<file path="config.mk">
export PLATFORM = sky130hd
export DESIGN_NAME = dedup_bounded_request_stack
export DESIGN_NICKNAME = d
export VERILOG_FILES = /design/src/sv/dbrs_pkg.sv /design/src/sv/dbrs_store.sv /design/src/sv/dedup_bounded_request_stack.sv
export SDC_FILE = /design/constraint.sdc
export NUM_CORES = 2
export LEC_CHECK = 0
export BUFFER_PORTS_ARGS = -buffer_cell sky130_fd_sc_hd__buf_2
export CAP_MARGIN = 20
export CORE_ASPECT_RATIO = 0.5
export CORE_UTILIZATION = 55
export DETAILED_ROUTE_END_ITERATION = 6
export PLACE_DENSITY = 0.69
export SETUP_SLACK_MARGIN = 0.5
export SYNTH_ARGS = -nofsm -noshare
export SYNTH_HDL_FRONTEND = slang
export SYNTH_SLANG_ARGS = --single-unit
</file>
<file path="constraint.sdc">
create_clock -name clk -period 9.7 [get_ports clk]
set_input_delay 0 -clock clk [delete_from_list [all_inputs] [get_ports clk]]
set_output_delay 0 -clock clk [all_outputs]
set_load 0.05 [all_outputs]
</file>
<file path="src/sv/dbrs_pkg.sv">
// Package for the deduplicating bounded request stack.
// Holds sizes, the key and result types shared by the store and the top level.
package dbrs_pkg;

  localparam int DEPTH      = 16;
  localparam int COORD_BITS = 20;
  localparam int LEVEL_W    = 5;
  localparam int CFG_W      = 5;
  localparam int OCC_W      = 5;
  localparam int CNT_W      = $clog2(DEPTH + 1);
  localparam int IDX_W      = (DEPTH > 1) ? $clog2(DEPTH) : 1;
  localparam int LIM_W      = (CNT_W > CFG_W) ? CNT_W : CFG_W;

  localparam logic [CFG_W-1:0] QLIMIT_RST = CFG_W'(16);
  localparam logic             REQ_PUSH   = 1'b0;
  localparam logic             REQ_POP    = 1'b1;

  typedef struct packed {
    logic [LEVEL_W-1:0]    level;
    logic [COORD_BITS-1:0] x;
    logic [COORD_BITS-1:0] y;
  } key_t;

  typedef struct packed {
    logic             popped;
    key_t             key;
    logic             dup;
    logic             evicted;
    logic [OCC_W-1:0] occupancy;
  } res_t;

endpackage

</file>
<file path="src/sv/dbrs_store.sv">
// Key store of the request stack: parallel duplicate match, shift on eviction,
// push and pop at the newest end. Depends on dbrs_pkg.
module dbrs_store import dbrs_pkg::*; (
  input  logic             clk,
  input  logic             rst_n,
  input  logic             go,
  input  logic             req_type,
  input  key_t             key,
  input  logic [CFG_W-1:0] limit,
  output res_t             res
);

  key_t             store_r [DEPTH];
  logic [CNT_W-1:0] cnt_r, cnt_nxt;
  logic [CNT_W-1:0] cnt_dec;
  logic [DEPTH-1:0] match;
  logic             found, over, do_shift, do_write;
  logic [IDX_W-1:0] wr_idx, top_idx;

  always_comb begin
    for (int i = 0; i < DEPTH; i++) begin
      match[i] = (CNT_W'(i) < cnt_r) && (store_r[i] == key);
    end
  end

  assign found   = |match;
  assign cnt_dec = cnt_r - CNT_W'(1);
  assign top_idx = cnt_dec[IDX_W-1:0];
  assign over    = (LIM_W'(cnt_r) >= LIM_W'(limit)) || (cnt_r == CNT_W'(DEPTH));

  always_comb begin
    do_shift      = 1'b0;
    do_write      = 1'b0;
    wr_idx        = cnt_r[IDX_W-1:0];
    cnt_nxt       = cnt_r;
    res           = '0;
    if (req_type == REQ_PUSH) begin
      if (found) begin
        res.dup = 1'b1;
      end else if (over) begin
        res.evicted = 1'b1;
        if (cnt_r != '0) begin
          do_shift = 1'b1;
          do_write = 1'b1;
          wr_idx   = top_idx;
        end
      end else begin
        do_write = 1'b1;
        cnt_nxt  = cnt_r + CNT_W'(1);
      end
    end else if (cnt_r != '0) begin
      res.popped = 1'b1;
      res.key    = store_r[top_idx];
      cnt_nxt    = cnt_dec;
    end
    res.occupancy = OCC_W'(cnt_nxt);
  end

  // each entry takes either the new key or its younger neighbour
  always_ff @(posedge clk) begin
    if (go) begin
      for (int i = 0; i < DEPTH; i++) begin
        if (do_write && (wr_idx == IDX_W'(i))) begin
          store_r[i] <= key;
        end else if (do_shift && (i < DEPTH - 1)) begin
          store_r[i] <= store_r[(i + 1) % DEPTH];
        end
      end
    end
  end

  always_ff @(posedge clk) begin
    if (!rst_n) begin
      cnt_r <= '0;
    end else if (go) begin
      cnt_r <= cnt_nxt;
    end
  end

endmodule

</file>
<file path="src/sv/dedup_bounded_request_stack.sv">
// Deduplicating bounded request stack, top level: input register, key store, result register.
// An accepted transfer is held in the input register; its result and strobe come from the result register.
// Throughput: one item per cycle; busy stays low, the store compares all entries at once.
// The receiver cannot stall; every result is shown for exactly one cycle.
// Reset (synchronous, rst_n low) empties the store and sets queue_limit to 16.
// Depends on dbrs_pkg and dbrs_store.
module dedup_bounded_request_stack import dbrs_pkg::*; (
  input  logic                  clk,
  input  logic                  rst_n,
  input  logic                  start,
  output logic                  busy,
  input  logic                  in_req_type,
  input  logic [LEVEL_W-1:0]    in_level,
  input  logic [COORD_BITS-1:0] in_tile_x,
  input  logic [COORD_BITS-1:0] in_tile_y,
  input  logic                  cfg_wr_en,
  input  logic [CFG_W-1:0]      cfg_wr_data,
  output logic                  out_strobe,
  output logic                  out_popped,
  output logic [LEVEL_W-1:0]    out_level,
  output logic [COORD_BITS-1:0] out_x,
  output logic [COORD_BITS-1:0] out_y,
  output logic                  out_was_duplicate,
  output logic                  out_evicted,
  output logic [OCC_W-1:0]      out_occupancy
);

  logic             vld_r;
  logic             req_r;
  key_t             key_r;
  logic [CFG_W-1:0] qlimit_r;
  res_t             res_nxt, res_r;
  logic             strobe_r;

  assign busy = 1'b0;

  always_ff @(posedge clk) begin
    if (!rst_n) begin
      qlimit_r <= QLIMIT_RST;
    end else if (cfg_wr_en) begin
      qlimit_r <= cfg_wr_data;
    end
  end

  always_ff @(posedge clk) begin
    if (!rst_n) begin
      vld_r <= 1'b0;
    end else begin
      vld_r <= start && !busy;
    end
  end

  always_ff @(posedge clk) begin
    if (start && !busy) begin
      req_r       <= in_req_type;
      key_r.level <= in_level;
      key_r.x     <= in_tile_x;
      key_r.y     <= in_tile_y;
    end
  end

  dbrs_store u_store (
    .clk      (clk),
    .rst_n    (rst_n),
    .go       (vld_r),
    .req_type (req_r),
    .key      (key_r),
    .limit    (qlimit_r),
    .res      (res_nxt)
  );

  always_ff @(posedge clk) begin
    if (!rst_n) begin
      strobe_r <= 1'b0;
    end else begin
      strobe_r <= vld_r;
    end
  end

  always_ff @(posedge clk) begin
    if (vld_r) begin
      res_r <= res_nxt;
    end
  end

  assign out_strobe        = strobe_r;
  assign out_popped        = res_r.popped;
  assign out_level         = res_r.key.level;
  assign out_x             = res_r.key.x;
  assign out_y             = res_r.key.y;
  assign out_was_duplicate = res_r.dup;
  assign out_evicted       = res_r.evicted;
  assign out_occupancy     = res_r.occupancy;

  a_one_result: assert property (@(posedge clk) disable iff (!rst_n)
    vld_r |=> strobe_r)
    else $error("accepted item gave no result strobe");

  a_occ_bound: assert property (@(posedge clk) disable iff (!rst_n)
    strobe_r |-> (int'(out_occupancy) <= DEPTH))
    else $error("occupancy above store depth");

  a_flag_excl: assert property (@(posedge clk) disable iff (!rst_n)
    strobe_r |-> !(out_popped && (out_was_duplicate || out_evicted)) &&
                 !(out_was_duplicate && out_evicted))
    else $error("conflicting result flags");

endmodule

</file>
==> results.cfg <==
[grt]
grt_pass1_wl_um = 294000
antenna_found_initial = 34
grt_pass1_vias = 30868
grt_max_degree = 109
grt_use_total_pct = 47.9
grt_overflow = 0

[cells_and_area]
final_common_cell = edfxtp_1
nFillCells = 6980
ff_latch_area_sq_mm = 0.0248
syn_to_final_growth_pct = 9.52
multi_input_area_sq_mm = 0.0237
drive_gt1_share_pct = 37.7
mostFrequentLayoutCells = 819 x edfxtp_1, 426 x xnor2_1, 350 x mux2_4
fin_nets = 3455

[sta]
finalSetupViolations = 0
hold_viol = 0
finalCritPeriodShare_pct = 71.0
worst_pin_slew_ns = 1.37
post-route-min-period_ns = 6.89
timing.fmax_mhz = 145
rsz0062_at_grt = false
drv_slew = 0
holdWs_ns = 0.00862
tns_ns = 0
relSlewSlack_pct = 7.74
skew_ns = 0.0333

[clock_tree]
cts_buffers = 80
ctsHoldBuffers = 89
clkLatencyLatePin_ns = 0.72
clkSlewWorstSetupHoldPaths_ns = 0.07
cts_tree = built
cts_root_buffer = clkbuf_16
cts_resized = 0
cts_htree_levels = 3
post-cts-setup-buffers = 0
numClockSinks = 831
clockBufferDepth = 3

[min_path]
whs_path_depth = 2
hold_class = in -> reg
hold_start = in_tile_y[7]

[run_status]
status = completed

[drt]
drcViolationCount = 0
vias = 34373
firstDrtPassIters = 5
detail_route.wirelength_um = 224000
wl_per_cell_um = 48.1
drt-vias-per-instance = 7.37
drtIter0Drc = 6387
route.antenna.remaining_nets = 0

[floorplan]
dieWidth_um = 431
rows = 78
start_util_pct = 55.7
die_y_um = 216
ios = 110
fp.dieArea_sq_mm = 0.0931
coreArea_sq_mm = 0.0908

[synthesis]
syn-num-nets = 3359
seq_area_frac_synth_pct = 49.2
synth_warnings = 0
ys_types = 63
synth_area_sq_mm = 0.0505
synth-seq-cells = 831
synth_edf_count = 819
avgSynthCellArea_sq_um = 15.3
async_flop_share_pct = 0
ys.flop_type = edfxtp_1
synthCells = 3295

[setup_path]
criticalPathCategory = reg -> reg
worst_ep_arrival_time_ns = 7.24
critPathMaxStageDelay_ns = 1.03
crit_path_top_delay_cell = a22oi_2
rr_startpoint = key_r[10]
worstPathCellList = buf_4 > xor2_1 > nor4_1 > nand4_1 > nor4_1 > or4_1 > or4_4 > nor3_1 > nand2_1 > a22oi_2 > buf_4
worstSetupEndpointType = flip-flop
crit_start = key_r[10]
required_ns = 10.05
rr_worst_depth = 11
worstSetupStartpointType = flip-flop
crit_fanout = 23

[placement]
gp_congestion = 1.08
place_hpwl_um = 161000
numPortBuffers = 108

[power]
power_density_mw_per_mm2 = 212
ir_worst_vdd_uv = 221
power.leakage_nw = 19.0

[job]
cap_violations = 0
## logic make-up after synthesis
family,share of synthesized area (%)
and+or+nand+nor,4.46
adders and majority gates,0.223
muxes,27.8
AOI/OAI and AO/OA,1.47
xor gates and xnor gates,12.4
DFF,49.2
buffers and inverters,4.39
other,0.00742
## worst paths after layout
| kind | end | slack, ns |
|---|---|---|
| max | u_store.store_r[1][13] | 2.81 |
| min | key_r[7] | 0.009 |
| max reg2reg | u_store.store_r[1][13] | 2.81 |
| min reg2reg | u_store.store_r[14][43] | 0.63 |
## cells in the mapped netlist (13+ instances only)
master | n | share of area [%]
nand2_1 | 25 | 0.19
clkbuf_1 | 105 | 0.78
edfxtp_1 | 819 | 49
xnor2_1 | 429 | 7.4
nand3_1 | 16 | 0.16
mux2_2 | 315 | 7.0
inv_1 | 26 | 0.19
buf_2 | 72 | 0.71
nor3_1 | 13 | 0.13
o21ai_0 | 21 | 0.21
nor4_1 | 95 | 1.2
xor2_1 | 288 | 5.0
nand4_1 | 128 | 1.6
buf_6 | 57 | 1.3
mux4_2 | 225 | 10
and2_1 | 52 | 0.64
nor2_1 | 23 | 0.17
mux2i_1 | 15 | 0.30
mux2_4 | 350 | 10
buf_4 | 70 | 1.0
## through the flow
stage	power [mW]	std cells	cell area [sq um]	util (%)	setup slack (ns)
6_report	11.7	4667	55300	60.9	2.81
3_3_place_gp	8.18	4396	51600	56.9	3.25
5_1_grt	11.8	4656	55300	60.9	2.68
4_1_cts	11.5	4635	55100	60.7	3.12
2_1_floorplan	6.79	3295	50500	-	2.48
3_5_place_dp	8.19	4400	51600	56.9	3.19
## power by group
part	internal, mW	switching [mW]	total (mW)
clock network	1.83	1.54	3.37
registers	4.26	0.224	4.49
logic	1.49	2.39	3.88
total	7.58	4.15	11.7
## critical path: cells and delay by family, from the launching register on
family                    cells  cell delay, ns
AOI/OAI and AO/OA             1            1.03
xor gates and xnor gates      1            0.67
buffers and inverters         2            0.86
DFF                           1            1.02
and+or+nand+nor               7            2.91
## metal layers
metal  global-route usage, %  up-vias  routed length (um)
met5                       0        -                 309
met2                    60.3     3122               85500
li1                        -    12755                   -
met3                    31.0      367               44000
met1                    66.7    18107               87400
met4                    12.9       22                7160
## flip-flops by register name, summed over array words and instances (netlist names)
signal / flops
u_store.store_r: 720
key_r: 45
out_x: 20
out_y: 20
out_level: 5
out_occupancy: 5
qlimit_r: 5
u_store.cnt_r: 5
out_evicted: 1
out_popped: 1
out_strobe: 1
out_was_duplicate: 1
req_r: 1
vld_r: 1
## final cells by class
cell class	count	share of cell area, %
multi-input cells	2113	42.8
diodes	12	0.0543
repair buffers	338	4.59
flip-flops and latches	831	44.9
well taps	1200	2.71
clock buffers	95	3.76
clock inverters	51	0.977
inverters	27	0.183
No activity file was read; power rests on OpenSTA's default activity.
